File: src/design/gwl_pkg.sv
`timescale 1ns / 1ps
// ----------------------------------------------------------------------------
// gwl_pkg
// Shared types, constants and pen arithmetic for the glyph layout unit.
// ----------------------------------------------------------------------------
package gwl_pkg;

    // field widths
    localparam int X_W    = 10;
    localparam int Y_W    = 16;
    localparam int CODE_W = 8;
    localparam int TOPY_W = 12;

    // parameter defaults
    localparam int FRAME_WIDTH_DEF     = 320;
    localparam int MAX_LINE_GLYPHS_DEF = 37;
    localparam int GLYPH_LIMIT_DEF     = 256;

    // queue depths
    localparam int CMD_Q_DEPTH = 4;
    localparam int RES_Q_DEPTH = 2;

    // layout constants
    localparam logic [X_W-1:0]    LEFT_X      = 10'd10;
    localparam logic [X_W-1:0]    PEN_X_MAX   = 10'd1023;
    localparam logic [Y_W-1:0]    PEN_Y_MAX   = 16'hFFFF;
    localparam logic [X_W-1:0]    CELL_X      = 10'd8;
    localparam logic [Y_W-1:0]    CELL_Y      = 16'd8;
    localparam logic [CODE_W-1:0] CODE_NL     = 8'h0A;
    localparam logic [CODE_W-1:0] CODE_SP     = 8'h20;
    localparam logic [TOPY_W-1:0] TOP_Y_RESET = 12'd10;

    // byte classes
    localparam logic [1:0] K_WORD    = 2'd0;
    localparam logic [1:0] K_BLANK   = 2'd1;
    localparam logic [1:0] K_NEWLINE = 2'd2;

    // classified request from the front part
    typedef struct packed {
        logic [1:0]        kind;
        logic [CODE_W-1:0] code;
        logic              last;
    } t_cmd;

    // one result item
    typedef struct packed {
        logic [X_W-1:0]    x;
        logic [Y_W-1:0]    y;
        logic [CODE_W-1:0] code;
        logic              valid;
        logic              run_last;
        logic              string_end;
    } t_res;

    // pen x one cell to the right, saturating
    function automatic logic [X_W-1:0] step_x(input logic [X_W-1:0] x);
        step_x = (x > PEN_X_MAX - CELL_X) ? PEN_X_MAX : x + CELL_X;
    endfunction

    // pen y one line down, saturating
    function automatic logic [Y_W-1:0] step_y(input logic [Y_W-1:0] y);
        step_y = (y > PEN_Y_MAX - CELL_Y) ? PEN_Y_MAX : y + CELL_Y;
    endfunction

endpackage

File: src/design/gwl_ram.sv
`timescale 1ns / 1ps
// ----------------------------------------------------------------------------
// gwl_ram
// Generic single write port, single read port RAM with registered read.
// ----------------------------------------------------------------------------
module gwl_ram #(
    parameter int WIDTH = 8,
    parameter int DEPTH = 37
) (
    input  logic                     i_clk,
    input  logic                     i_we,
    input  logic [$clog2(DEPTH)-1:0] i_waddr,
    input  logic [WIDTH-1:0]         i_wdata,
    input  logic [$clog2(DEPTH)-1:0] i_raddr,
    output logic [WIDTH-1:0]         o_rdata
);
    logic [WIDTH-1:0] r_mem [DEPTH];
    logic [WIDTH-1:0] r_rdata;

    // write port and registered read
    always_ff @(posedge i_clk) begin
        if (i_we) begin
            r_mem[i_waddr] <= i_wdata;
        end
        r_rdata <= r_mem[i_raddr];
    end

    assign o_rdata = r_rdata;
endmodule

File: src/design/gwl_fifo.sv
`timescale 1ns / 1ps
// ----------------------------------------------------------------------------
// gwl_fifo
// Small register queue with first-word fall-through head.
// ----------------------------------------------------------------------------
module gwl_fifo #(
    parameter int WIDTH = 8,
    parameter int DEPTH = 4
) (
    input  logic             i_clk,
    input  logic             i_rst_n,
    input  logic             i_push,
    input  logic [WIDTH-1:0] i_wdata,
    output logic             o_full,
    input  logic             i_pop,
    output logic             o_empty,
    output logic [WIDTH-1:0] o_rdata
);
    localparam int PW = (DEPTH > 1) ? $clog2(DEPTH) : 1;
    localparam int CW = $clog2(DEPTH + 1);

    logic [WIDTH-1:0] r_data [DEPTH];
    logic [PW-1:0]    r_wptr, n_wptr;
    logic [PW-1:0]    r_rptr, n_rptr;
    logic [CW-1:0]    r_cnt, n_cnt;
    logic             do_push, do_pop;

    assign o_full  = (r_cnt == CW'(DEPTH));
    assign o_empty = (r_cnt == '0);
    assign o_rdata = r_data[r_rptr];
    assign do_push = i_push && !o_full;
    assign do_pop  = i_pop && !o_empty;

    // pointer and count update
    always_comb begin
        n_wptr = r_wptr;
        n_rptr = r_rptr;
        n_cnt  = r_cnt;
        if (do_push) begin
            n_wptr = (r_wptr == PW'(DEPTH - 1)) ? '0 : r_wptr + 1'b1;
        end
        if (do_pop) begin
            n_rptr = (r_rptr == PW'(DEPTH - 1)) ? '0 : r_rptr + 1'b1;
        end
        if (do_push && !do_pop) begin
            n_cnt = r_cnt + 1'b1;
        end else if (do_pop && !do_push) begin
            n_cnt = r_cnt - 1'b1;
        end
    end

    always_ff @(posedge i_clk) begin
        if (!i_rst_n) begin
            r_wptr <= '0;
            r_rptr <= '0;
            r_cnt  <= '0;
        end else begin
            r_wptr <= n_wptr;
            r_rptr <= n_rptr;
            r_cnt  <= n_cnt;
        end
    end

    // storage
    always_ff @(posedge i_clk) begin
        if (do_push) begin
            r_data[r_wptr] <= i_wdata;
        end
    end
endmodule

File: src/design/gwl_front.sv
`timescale 1ns / 1ps
// ----------------------------------------------------------------------------
// gwl_front
// Accepts caption bytes and classifies them as word byte, blank or newline.
// ----------------------------------------------------------------------------
module gwl_front import gwl_pkg::*; (
    input  logic              i_clk,
    input  logic              i_rst_n,
    input  logic              push,
    output logic              full,
    input  logic [CODE_W-1:0] i_char_code,
    input  logic              i_last_char,
    output logic              o_cmd_push,
    output t_cmd              o_cmd,
    input  logic              i_cmd_full
);
    logic r_cmd_v, n_cmd_v;
    t_cmd r_cmd, n_cmd;
    logic take;

    assign full       = r_cmd_v && i_cmd_full;
    assign take       = push && !full;
    assign o_cmd_push = r_cmd_v;
    assign o_cmd      = r_cmd;

    // classify and stage one request
    always_comb begin
        n_cmd_v = r_cmd_v && i_cmd_full;
        n_cmd   = r_cmd;
        if (take) begin
            n_cmd_v    = 1'b1;
            n_cmd.code = i_char_code;
            n_cmd.last = i_last_char;
            if (i_char_code == CODE_NL) begin
                n_cmd.kind = K_NEWLINE;
            end else if (i_char_code <= CODE_SP) begin
                n_cmd.kind = K_BLANK;
            end else begin
                n_cmd.kind = K_WORD;
            end
        end
    end

    always_ff @(posedge i_clk) begin
        if (!i_rst_n) begin
            r_cmd_v <= 1'b0;
        end else begin
            r_cmd_v <= n_cmd_v;
        end
    end

    always_ff @(posedge i_clk) begin
        r_cmd <= n_cmd;
    end
endmodule

File: src/design/gwl_back.sv
`timescale 1ns / 1ps
// ----------------------------------------------------------------------------
// gwl_back
// Executes classified requests: word buffering, wrap decision, glyph output.
// ----------------------------------------------------------------------------
module gwl_back import gwl_pkg::*; #(
    parameter int FRAME_WIDTH     = FRAME_WIDTH_DEF,
    parameter int MAX_LINE_GLYPHS = MAX_LINE_GLYPHS_DEF,
    parameter int GLYPH_LIMIT     = GLYPH_LIMIT_DEF
) (
    input  logic              i_clk,
    input  logic              i_rst_n,
    input  logic [TOPY_W-1:0] i_text_top_y,
    input  logic              i_cmd_empty,
    input  t_cmd              i_cmd,
    output logic              o_cmd_pop,
    input  logic              i_res_full,
    output logic              o_res_push,
    output t_res              o_res
);
    localparam int WL_W  = $clog2(MAX_LINE_GLYPHS + 1);
    localparam int AW    = $clog2(MAX_LINE_GLYPHS);
    localparam int GP_W  = $clog2(GLYPH_LIMIT + 1);
    localparam int SUM_W = ((WL_W + 3 > X_W) ? WL_W + 3 : X_W) + 1;
    localparam int RIGHT_LIMIT = FRAME_WIDTH - 10;

    localparam logic [2:0] S_IDLE  = 3'd0;
    localparam logic [2:0] S_PRE   = 3'd1;
    localparam logic [2:0] S_SETUP = 3'd2;
    localparam logic [2:0] S_EMIT  = 3'd3;
    localparam logic [2:0] S_ACT   = 3'd4;
    localparam logic [2:0] S_FIN   = 3'd5;

    logic [2:0]      r_state, n_state;
    t_cmd            r_cmd, n_cmd;
    logic            r_in_str, n_in_str;
    logic [X_W-1:0]  r_pen_x, n_pen_x;
    logic [Y_W-1:0]  r_pen_y, n_pen_y;
    logic [WL_W-1:0] r_wlen, n_wlen;
    logic [GP_W-1:0] r_placed, n_placed;
    logic [AW-1:0]   r_idx, n_idx;
    logic            r_too_long, n_too_long;
    logic            r_final, n_final;
    logic            r_hold_v, n_hold_v;
    t_res            r_hold, n_hold;

    logic              ram_we;
    logic [AW-1:0]     ram_waddr;
    logic [AW-1:0]     ram_raddr;
    logic [CODE_W-1:0] ram_rdata;

    logic [SUM_W-1:0] right_edge;
    logic             wrap;
    logic             emit_ok;
    logic             go;
    logic             last_g;

    // word buffer
    gwl_ram #(
        .WIDTH (CODE_W),
        .DEPTH (MAX_LINE_GLYPHS)
    ) u_word_ram (
        .i_clk   (i_clk),
        .i_we    (ram_we),
        .i_waddr (ram_waddr),
        .i_wdata (r_cmd.code),
        .i_raddr (ram_raddr),
        .o_rdata (ram_rdata)
    );

    // wrap test and glyph step conditions
    assign right_edge = SUM_W'(r_pen_x) + (SUM_W'(r_wlen) << 3);
    assign wrap       = (r_too_long || right_edge > SUM_W'(RIGHT_LIMIT)) && (r_pen_x > LEFT_X);
    assign emit_ok    = r_placed < GP_W'(GLYPH_LIMIT);
    assign go         = !(emit_ok && r_hold_v && i_res_full);
    assign last_g     = (WL_W'(r_idx) + WL_W'(1)) == r_wlen;
    assign ram_waddr  = r_wlen[AW-1:0];

    // sequencer
    always_comb begin
        n_state    = r_state;
        n_cmd      = r_cmd;
        n_in_str   = r_in_str;
        n_pen_x    = r_pen_x;
        n_pen_y    = r_pen_y;
        n_wlen     = r_wlen;
        n_placed   = r_placed;
        n_idx      = r_idx;
        n_too_long = r_too_long;
        n_final    = r_final;
        n_hold_v   = r_hold_v;
        n_hold     = r_hold;
        o_cmd_pop  = 1'b0;
        o_res_push = 1'b0;
        o_res      = r_hold;
        ram_we     = 1'b0;
        ram_raddr  = '0;
        case (r_state)
            S_IDLE: begin
                if (!i_cmd_empty) begin
                    o_cmd_pop = 1'b1;
                    n_cmd     = i_cmd;
                    if (!r_in_str) begin
                        n_pen_x  = LEFT_X;
                        n_pen_y  = Y_W'(i_text_top_y);
                        n_in_str = 1'b1;
                    end
                    n_state = S_PRE;
                end
            end
            S_PRE: begin
                // pending word ends, or a full piece must go out first
                if (((r_cmd.kind != K_WORD) || (r_wlen == WL_W'(MAX_LINE_GLYPHS)))
                        && (r_wlen != '0)) begin
                    n_too_long = (r_cmd.kind == K_WORD);
                    n_final    = 1'b0;
                    n_state    = S_SETUP;
                end else begin
                    n_state = S_ACT;
                end
            end
            S_SETUP: begin
                if (wrap) begin
                    n_pen_x = LEFT_X;
                    n_pen_y = step_y(r_pen_y);
                end
                n_idx   = '0;
                n_state = S_EMIT;
            end
            S_EMIT: begin
                ram_raddr = (go && !last_g) ? r_idx + 1'b1 : r_idx;
                if (go) begin
                    if (emit_ok) begin
                        o_res_push       = r_hold_v;
                        n_hold_v         = 1'b1;
                        n_hold.x         = r_pen_x;
                        n_hold.y         = r_pen_y;
                        n_hold.code      = ram_rdata;
                        n_hold.valid     = 1'b1;
                        n_hold.run_last  = 1'b0;
                        n_hold.string_end = 1'b0;
                        n_placed         = r_placed + 1'b1;
                    end
                    n_pen_x = step_x(r_pen_x);
                    if (last_g) begin
                        n_wlen  = '0;
                        n_state = r_final ? S_FIN : S_ACT;
                    end else begin
                        n_idx = r_idx + 1'b1;
                    end
                end
            end
            S_ACT: begin
                n_state = S_FIN;
                case (r_cmd.kind)
                    K_NEWLINE: begin
                        n_pen_x = LEFT_X;
                        n_pen_y = step_y(r_pen_y);
                    end
                    K_BLANK: begin
                        n_pen_x = step_x(r_pen_x);
                    end
                    default: begin
                        ram_we = 1'b1;
                        n_wlen = r_wlen + 1'b1;
                        if (r_cmd.last) begin
                            n_final    = 1'b1;
                            n_too_long = 1'b0;
                            n_state    = S_SETUP;
                        end
                    end
                endcase
            end
            S_FIN: begin
                // mark the final result of this request
                o_res.run_last   = 1'b1;
                o_res.string_end = r_cmd.last;
                if (!r_hold_v) begin
                    o_res.x     = '0;
                    o_res.y     = '0;
                    o_res.code  = '0;
                    o_res.valid = 1'b0;
                end
                if (!((r_hold_v || r_cmd.last) && i_res_full)) begin
                    o_res_push = r_hold_v || r_cmd.last;
                    n_hold_v   = 1'b0;
                    if (r_cmd.last) begin
                        n_pen_x  = LEFT_X;
                        n_pen_y  = Y_W'(i_text_top_y);
                        n_wlen   = '0;
                        n_placed = '0;
                        n_in_str = 1'b0;
                    end
                    n_state = S_IDLE;
                end
            end
            default: begin
                n_state = S_IDLE;
            end
        endcase
    end

    // control state
    always_ff @(posedge i_clk) begin
        if (!i_rst_n) begin
            r_state  <= S_IDLE;
            r_in_str <= 1'b0;
            r_pen_x  <= LEFT_X;
            r_pen_y  <= Y_W'(TOP_Y_RESET);
            r_wlen   <= '0;
            r_placed <= '0;
            r_hold_v <= 1'b0;
        end else begin
            r_state  <= n_state;
            r_in_str <= n_in_str;
            r_pen_x  <= n_pen_x;
            r_pen_y  <= n_pen_y;
            r_wlen   <= n_wlen;
            r_placed <= n_placed;
            r_hold_v <= n_hold_v;
        end
    end

    // payload registers
    always_ff @(posedge i_clk) begin
        r_cmd      <= n_cmd;
        r_idx      <= n_idx;
        r_too_long <= n_too_long;
        r_final    <= n_final;
        r_hold     <= n_hold;
    end
endmodule

File: src/design/greedy_word_wrap_glyph_layout_unit.sv
`timescale 1ns / 1ps
// ----------------------------------------------------------------------------
// greedy_word_wrap_glyph_layout_unit
// Lays out caption bytes as 8x8 glyph tiles with greedy word wrap.
// ----------------------------------------------------------------------------
// path: a byte is registered in the front stage, then passes the request queue to
//   the sequencer; its results pass the result queue on their way to the ports
// sequence: the sequencer takes, decodes, acts on and finishes each byte before it
//   takes the next; placing a word adds a setup step and an emit step per glyph
// stalls: a full result queue holds the sequencer, a full request queue the input
// reset: synchronous, clears queues and pen; text_top_y returns to 10
module greedy_word_wrap_glyph_layout_unit import gwl_pkg::*; #(
    parameter int FRAME_WIDTH     = FRAME_WIDTH_DEF,
    parameter int MAX_LINE_GLYPHS = MAX_LINE_GLYPHS_DEF,
    parameter int GLYPH_LIMIT     = GLYPH_LIMIT_DEF
) (
    input  logic              i_clk,
    input  logic              i_rst_n,
    input  logic              i_cfg_we,
    input  logic [TOPY_W-1:0] i_cfg_wdata,
    input  logic              push,
    output logic              full,
    input  logic [CODE_W-1:0] i_char_code,
    input  logic              i_last_char,
    output logic              empty,
    input  logic              pop,
    output logic [X_W-1:0]    o_glyph_x,
    output logic [Y_W-1:0]    o_glyph_y,
    output logic [CODE_W-1:0] o_glyph_code,
    output logic              o_glyph_valid,
    output logic              o_run_last,
    output logic              o_string_end
);
    logic [TOPY_W-1:0] r_text_top_y;

    logic cmd_push, cmd_full, cmd_empty, cmd_pop;
    t_cmd cmd_in, cmd_out;
    logic res_push, res_full;
    t_res res_in, res_out;

    // configuration register
    always_ff @(posedge i_clk) begin
        if (!i_rst_n) begin
            r_text_top_y <= TOP_Y_RESET;
        end else if (i_cfg_we) begin
            r_text_top_y <= i_cfg_wdata;
        end
    end

    // front: accept and classify
    gwl_front u_front (
        .i_clk       (i_clk),
        .i_rst_n     (i_rst_n),
        .push        (push),
        .full        (full),
        .i_char_code (i_char_code),
        .i_last_char (i_last_char),
        .o_cmd_push  (cmd_push),
        .o_cmd       (cmd_in),
        .i_cmd_full  (cmd_full)
    );

    // request queue between front and back
    gwl_fifo #(
        .WIDTH ($bits(t_cmd)),
        .DEPTH (CMD_Q_DEPTH)
    ) u_cmd_q (
        .i_clk   (i_clk),
        .i_rst_n (i_rst_n),
        .i_push  (cmd_push),
        .i_wdata (cmd_in),
        .o_full  (cmd_full),
        .i_pop   (cmd_pop),
        .o_empty (cmd_empty),
        .o_rdata (cmd_out)
    );

    // back: layout sequencer
    gwl_back #(
        .FRAME_WIDTH     (FRAME_WIDTH),
        .MAX_LINE_GLYPHS (MAX_LINE_GLYPHS),
        .GLYPH_LIMIT     (GLYPH_LIMIT)
    ) u_back (
        .i_clk        (i_clk),
        .i_rst_n      (i_rst_n),
        .i_text_top_y (r_text_top_y),
        .i_cmd_empty  (cmd_empty),
        .i_cmd        (cmd_out),
        .o_cmd_pop    (cmd_pop),
        .i_res_full   (res_full),
        .o_res_push   (res_push),
        .o_res        (res_in)
    );

    // result queue
    gwl_fifo #(
        .WIDTH ($bits(t_res)),
        .DEPTH (RES_Q_DEPTH)
    ) u_res_q (
        .i_clk   (i_clk),
        .i_rst_n (i_rst_n),
        .i_push  (res_push),
        .i_wdata (res_in),
        .o_full  (res_full),
        .i_pop   (pop),
        .o_empty (empty),
        .o_rdata (res_out)
    );

    assign o_glyph_x     = res_out.x;
    assign o_glyph_y     = res_out.y;
    assign o_glyph_code  = res_out.code;
    assign o_glyph_valid = res_out.valid;
    assign o_run_last    = res_out.run_last;
    assign o_string_end  = res_out.string_end;
endmodule

File: config.mk
export PLATFORM = sky130hd
export DESIGN_NAME = greedy_word_wrap_glyph_layout_unit
export DESIGN_NICKNAME = d
export VERILOG_FILES = /design/src/design/gwl_pkg.sv /design/src/design/gwl_ram.sv /design/src/design/gwl_fifo.sv /design/src/design/gwl_front.sv /design/src/design/gwl_back.sv /design/src/design/greedy_word_wrap_glyph_layout_unit.sv
export SDC_FILE = /design/constraint.sdc
export NUM_CORES = 1
export LEC_CHECK = 0
export ABC_AREA = 0
export BUFFER_PORTS_ARGS = -buffer_cell sky130_fd_sc_hd__clkbuf_2
export CAP_MARGIN = 20
export CORE_MARGIN = 5
export CORE_UTILIZATION = 42
export CTS_BUF_LIST = sky130_fd_sc_hd__clkbuf_8
export CTS_CLUSTER_DIAMETER = 150
export CTS_CLUSTER_SIZE = 28
export DETAILED_ROUTE_END_ITERATION = 6
export PLACE_DENSITY_LB_ADDON = 0.08
export SYNTH_ARGS = -nofsm -noshare
export SYNTH_HDL_FRONTEND = slang
export SYNTH_SLANG_ARGS = --single-unit
File: constraint.sdc
create_clock -name i_clk -period 6.6 [get_ports i_clk]
set_clock_uncertainty 0.1 [all_clocks]
set_input_delay 0.66 -clock i_clk [delete_from_list [all_inputs] [get_ports i_clk]]
set_output_delay 0.66 -clock i_clk [all_outputs]
set_load 0.02 [all_outputs]
==> run metrics, run 1 <==
worst min path class=input port to register; Reg power frac=61.2%; Slew @ Worst Pin=1100 ps; post-cts sizing count=0; Gate Count Post-Synth=1,723; count of cell types in the netlist=80; Crit Path Category=register to register; I/O Buffers=64; Final #Nets=1,787; largest net degree at the start of global routing=94; synthesis-to-layout area growth=6.28%; Slew HR=26.1%; vias in the first global route=13.7k; dpl ws=1760 ps; worst-path cell chain=ha_1 -> nand3_1 -> nor3b_1 -> o211ai_2 -> o211ai_2 -> and2_4 -> buf_4 -> nand3_1 -> a32oi_1 -> o2111ai_1 -> o41ai_1; routability cong.=0.881; Startpoint Class=register; clock sink count=557; routed wire length per instance=22.7 um; internal reg-to-reg setup slack=1640 ps; status=completed; crit-path max cell delay=970 ps; clock buffer depth=3; Non-Filler Instances=2,502; hold endpoint=u_front.o_cmd[0]; worst hold start=i_last_char; RSZ-0062 raised after global routing=false; setup TNS=0 ps; H-tree levels=1; CP max FO=87; number of synthesized flops with an enable pin=478; I/O pins=65; YS warnings=0; cell family with most CP delay=simple AND/OR/NAND/NOR gates; area occupied by registers=15,900 um2; vias=14.2k; clk root buf=clkbuf_8; Mean Syn Cell Area=13.5 um2; first drt pass iteration count=5; Row Count=86; Max Clk Rate=202 MHz; sw power=2.23 mW; routing usage on met1=27.9%; Hold Buf Count CTS=0; Die ar.=60,300 um2; syn_nets=1,774; CTS tree=yes; ANT nets after route=0; first-pass GRT wire length=86,700 um; pwr/cell area=295 nW/um2; GR Util met2=28.7%; R2R Path End=u_back.u_word_ram.o_rdata[3]; Netlist Area Pre-Place=23,300 um2; Total Routed Length=56,700 um; Clock transition at path regs=170 ps; final period demand of the worst path=4960 ps; # DRC=0; P_leak=8.23 nW; met3 GRT Util=2.26%; commonest register cell after synthesis=edfxtp_1; WP data required=7090 ps; multi-input logic area=6780 um2; core footprint=55,100 um2; Clock power frac=18.3%; via/cell ratio=5.69; ys async rst share=0%; Hold Vio Cnt, Final=0; Switching Fraction=30.5%; post-detail-place hpwl=36,600 um; share of cells above drive strength 1=11.7%; critical path depth=11; die height=246 um; post-CTS setup buffer count=0; GRT Residual Overflow=0; crit share post-route=75.1%; Worst VDD drop=0.000234 V; worst skew pair latency=680 ps; GR peak layer=met2; Worst Path Buf+Inv=1; total CTS buffers=23; MaxCap Viol Count=0; Initial Util=42.3%; Iteration-0 DRC Markers=1,308; Slew Viols, Final=0; reg2reg start=u_back.r_idx[0]; die extent in x=246 um; overall global routing resource usage=18.3%; final setup vio count=0; crit end category=register; Gate power share=20.4%; Placed Instances=2,458; reg2reg path depth=11; WHS Path Cells=1; WP data arrival=5450 ps; slack of the critical path=1640 ps; Yosys reg bits=557; fillers=5,041; Max stage delay cell, worst path=and2_4; register area share after synthesis=68.3%; Cell Int Power=5.08 mW; antenna violations before repair=1
## layout by cell type, fill, tap and decap left out, types with 23 or more instances in the layout
cell	count
nor2b_1	40
edfxtp_1	478
a31oi_1	56
dfxtp_1	78
clkbuf_8	23
nand2_1	150
and3_1	24
ha_1	23
clkbuf_2	64
o21ai_0	52
buf_4	25
nor2_1	122
a32oi_1	29
a21oi_1	44
nand3_1	71
inv_1	69
mux2_2	40
mux2i_1	33
## per-stage QoR
stage | hold WS (ps) | util (%) | instance area [um2] | total power [mW]
after floorplan | 286 | - | 23300 | 5.48
after global routing | 25.6 | 45.0 | 24800 | 7.69
final | 80.0 | 45.0 | 24800 | 7.32
after global placement | 317 | 44.2 | 24400 | 6.06
after detailed placement | 326 | 44.2 | 24400 | 6.08
after CTS | 23.7 | 45.0 | 24800 | 7.40
## worst max-delay path by stage
stage                                   endpoint         startpoint  slack [ps]
detailed placement  u_back.u_word_ram.o_rdata[2]    u_back.r_idx[0]        1760
global placement    u_back.u_word_ram.o_rdata[3]    u_back.r_idx[0]        1980
floorplan                     u_back.r_placed[5]  u_back.r_state[2]        1630
finish              u_back.u_word_ram.o_rdata[3]    u_back.r_idx[0]        1640
global route        u_back.u_word_ram.o_rdata[2]    u_back.r_idx[0]        1330
CTS                 u_back.u_word_ram.o_rdata[2]    u_back.r_idx[0]        1740
## area by class of cell
class	count	share of cell area, %
Sequential cell	557	64.3
Clock inverter	19	0.308
Multi-Input combinational cell	1010	27.3
Antenna cell	1	0.0101
Inverter	53	0.803
Tap cell	748	3.78
Timing Repair Buffer	91	2.18
Clock buffer	23	1.28
## flip-flops by register name, summed over array words and instances, names as in the netlist, 8 cells and up, named ones only
| signal | flops |
|---|---|
| r_text_top_y | 12 |
| u_back.u_word_ram.r_mem | 296 |
| u_back.r_placed | 9 |
| u_cmd_q.r_data | 44 |
| u_back.r_hold | 34 |
| u_res_q.r_data | 74 |
| u_back.r_pen_y | 16 |
| u_back.u_word_ram.o_rdata | 8 |
| u_front.o_cmd | 11 |
| u_back.r_cmd | 11 |
| u_back.r_pen_x | 10 |
## cell usage after synthesis (4+ instances only)
master	instances	area [um2]
nand2_1	151	567
or3_1	10	62.6
o22ai_1	12	75.1
a21oi_1	44	220
and3_1	24	150
buf_1	10	37.5
o211a_1	15	150
o21a_1	4	30.0
ha_1	23	288
a22oi_1	7	52.6
xnor2_1	8	70.1
a21o_1	11	82.6
o41ai_1	9	78.8
o21bai_1	4	30.0
o2111ai_1	21	184
a311o_1	8	80.1
nand2b_1	5	31.3
nand4_1	18	113
dfxtp_1	79	1580
or4_1	7	52.6
a221oi_1	18	158
mux4_2	11	248
mux2i_1	36	360
o221a_2	11	124
mux2_2	40	450
o21ai_1	9	45.0
a32o_1	5	50.1
nor4_1	5	31.3
inv_1	52	195
a32oi_1	29	254
nor3_1	20	100
xor2_1	16	140
a311oi_1	13	114
o21ai_0	52	260
nor2_1	124	465
nand3_1	71	355
clkbuf_1	62	233
edfxtp_1	478	14400
and2_1	17	106
buf_2	21	105
buf_4	7	52.6
nor2b_1	41	257
a31oi_1	56	350
## worst register-to-register path: cells and delay by family, from the launching register on
kind                     cells  cell delay [ps]
AND/OR/NAND/NOR              4             1780
AO/OA/AOI/OAI                5             1590
flip-flops                   1              580
buffers and inverters        1              470
adder cells (fa/ha/maj)      1              390
## metal layers
metal / vias up / share of wire [%] / wire length (um)
met5: - / 0 / 0
met4: 0 / 1.9 / 1080
met3: 55 / 5.3 / 2990
met2: 394 / 46 / 25900
met1: 7175 / 47 / 26800
li1: 6616 / - / -
## kinds of logic after synthesis
kind of cell               share of synthesized area, %
xor gates and xnor gates                          0.971
muxes                                              4.54
adders and majority gates                          1.41
and+or+nand+nor                                    10.5
buffers and inverters                              2.83
AOI/OAI and AO/OA                                  11.4
DFF                                                68.3
## power groups by stage
stage / clock network, mW / logic [mW] / registers [mW]
2_1_floorplan: 0 / 0.904 / 4.58
3_3_place_gp: 0 / 1.50 / 4.56
3_5_place_dp: 0 / 1.52 / 4.57
4_1_cts: 1.40 / 1.52 / 4.49
5_1_grt: 1.53 / 1.65 / 4.51
6_report: 1.34 / 1.49 / 4.48
(Power assumes the default switching activity.)
==> inputs of run 2 (changes only) <==
clock period = 4.44 ns   (was 6.6 ns; I/O delays follow)
==> run 2 against run 1 <==
Net effect:
- routed wire length rose by 1.6%
- setup slack got worse by 1300 ps
- via count rose by 1.6%
- worst hold slack improved by 17 ps
- first-iteration DRC count fell by 21%
- critical endpoint is now u_back.u_word_ram.o_rdata[2]
- largest cell class unchanged
- highest routed layer unchanged
==> run metrics, run 2 (synthesized netlist as in run 1, its figures left out) <==
first-pass GRT wire length=87,500 um; Power, Total=11.0 mW; WHS Path Cells=4; crit share post-route=91.9%; WP data required=4920 ps; MaxCap Viol Count=0; die extent in x=246 um; crit-path max cell delay=550 ps; fillers=4,961; clock buffer depth=3; top flop regs=u_back.u_word_ram.r_mem x296, u_res_q.r_data x74, u_cmd_q.r_data x44; antenna violations before repair=3; core footprint=55,100 um2; RSZ-0062 raised after global routing=false; Worst Path Buf+Inv=2; die height=246 um; Row Count=86; final setup vio count=0; clk root buf=clkbuf_8; via/cell ratio=5.66; Worst VDD drop=0.000337 V; worst skew pair latency=680 ps; # DRC=0; vias in the first global route=14.1k; hold endpoint=u_res_q.r_rptr; post-detail-place hpwl=37,200 um; most frequent cells in the layout=edfxtp_1 (478), nand2_1 (151), nor2_1 (122), dfxtp_1 (78), nand3_1 (71); total CTS buffers=23; largest net degree at the start of global routing=64; commonest non-fill, non-tap cell in the layout=edfxtp_1; Placed Instances=2,489; Non-Filler Instances=2,554; Cell Int Power=7.61 mW; CP most frequent cell=buf_12; critical path depth=12; Startpoint Class=register; reg2reg start=u_back.r_idx[1]; sw power=3.39 mW; ANT nets after route=0; status=completed; Slew Viols, Final=0; reg2reg path depth=12; CP max FO=56; Die ar.=60,300 um2; slack of the critical path=360 ps; Clock transition at path regs=170 ps; Reg power frac=60.4%; first drt pass iteration count=7; multi-input logic area=6770 um2; Max Clk Rate=245 MHz; CTS tree=yes; R2R Path End=u_back.u_word_ram.o_rdata[2]; dpl ws=474 ps; Iteration-0 DRC Markers=1,036; cell family with most CP delay=simple AND/OR/NAND/NOR gates; pwr/cell area=435 nW/um2; routed wire length per instance=22.6 um; internal reg-to-reg setup slack=360 ps; setup TNS=0 ps; Max stage delay cell, worst path=or4_1; clock sink count=557; GRT Residual Overflow=0; Slew HR=30.1%; max reg flops=296; Final #Nets=1,839; worst hold start=pop; worst-path cell chain=ha_1 -> nand3_1 -> nor3b_1 -> nor2_1 -> or4_1 -> nand3_4 -> buf_12 -> buf_12 -> a31oi_1 -> a32oi_1 -> o2111ai_1 -> o41ai_1; H-tree levels=1; Total Routed Length=57,600 um; Switching Fraction=30.8%; synthesis-to-layout area growth=8.38%; final period demand of the worst path=4080 ps; Crit Path Category=register to register; Hold Vio Cnt, Final=0; worst min path class=input port to register; overall global routing resource usage=18.7%; routability cong.=0.864; I/O Buffers=64; I/O pins=65; crit end category=register; Slew @ Worst Pin=1050 ps; WP data arrival=4560 ps; Top reg by flops=u_back.u_word_ram.r_mem; Gate power share=21.5%; Initial Util=42.3%; share of cells above drive strength 1=12.8%; Clock power frac=18.1%; area occupied by registers=15,900 um2; P_leak=8.49 nW; vias=14.5k
## run 2: metal layers
metal	up-vias	part of all wire (%)	track usage, %
met5	-	0	0
met4	0	2.1	4.18
met3	76	5.4	2.67
met2	386	46	29.5
met1	7269	46	27.8
li1	6732	-	-
## run 2: cell type report
type / instances / share of cell area (%)
antenna: 2 / 0.0198
clock buffer: 23 / 1.25
clock inverter: 18 / 0.272
inverter: 53 / 0.787
multi-input combinational: 1010 / 26.8
sequential: 557 / 63.1
tap: 748 / 3.70
timing repair buffer: 143 / 4.13
## run 2: how the worst max path moves through the flow
stage | startpoint | end
2_1_floorplan | u_back.r_state[2] | u_res_q.r_data[0][0]
3_3_place_gp | u_back.r_idx[1] | u_back.u_word_ram.o_rdata[7]
3_5_place_dp | u_back.r_idx[1] | u_back.u_word_ram.o_rdata[3]
4_1_cts | u_back.r_idx[1] | u_back.u_word_ram.o_rdata[2]
5_1_grt | u_back.r_idx[1] | u_back.u_word_ram.o_rdata[2]
6_report | u_back.r_idx[1] | u_back.u_word_ram.o_rdata[2]
## run 2: stage by stage
step	hold slack [ps]	instance area, um2	utilization, %
finish	96.6	25300	45.9
global route	90.4	25300	45.9
CTS	34.3	25300	45.9
detailed placement	327	24700	44.8
global placement	341	24700	44.8
floorplan	286	23300	-
## run 2: power groups by stage
stage	Clock (mW)	Combinational [mW]	Sequential [mW]
final	2.00	2.37	6.64
after detailed placement	0	2.38	6.77
after floorplan	0	1.34	6.80
after CTS	2.08	2.40	6.65
after global placement	0	2.35	6.76
after global routing	2.25	2.60	6.68
## run 2: tightest hold or removal path, cell delays in order
cell and delay (ps):
clkbuf_2 80, o21ai_0 130, xor2_1 100, nor2_1 70
## run 2: what timing repair did
action | 4_1_cts | 5_1_grt
hold endpoints to repair | 22 | 0
gates resized for setup | 0 | 0
buffers inserted | 0 | 0
hold buffers | 22 | 0
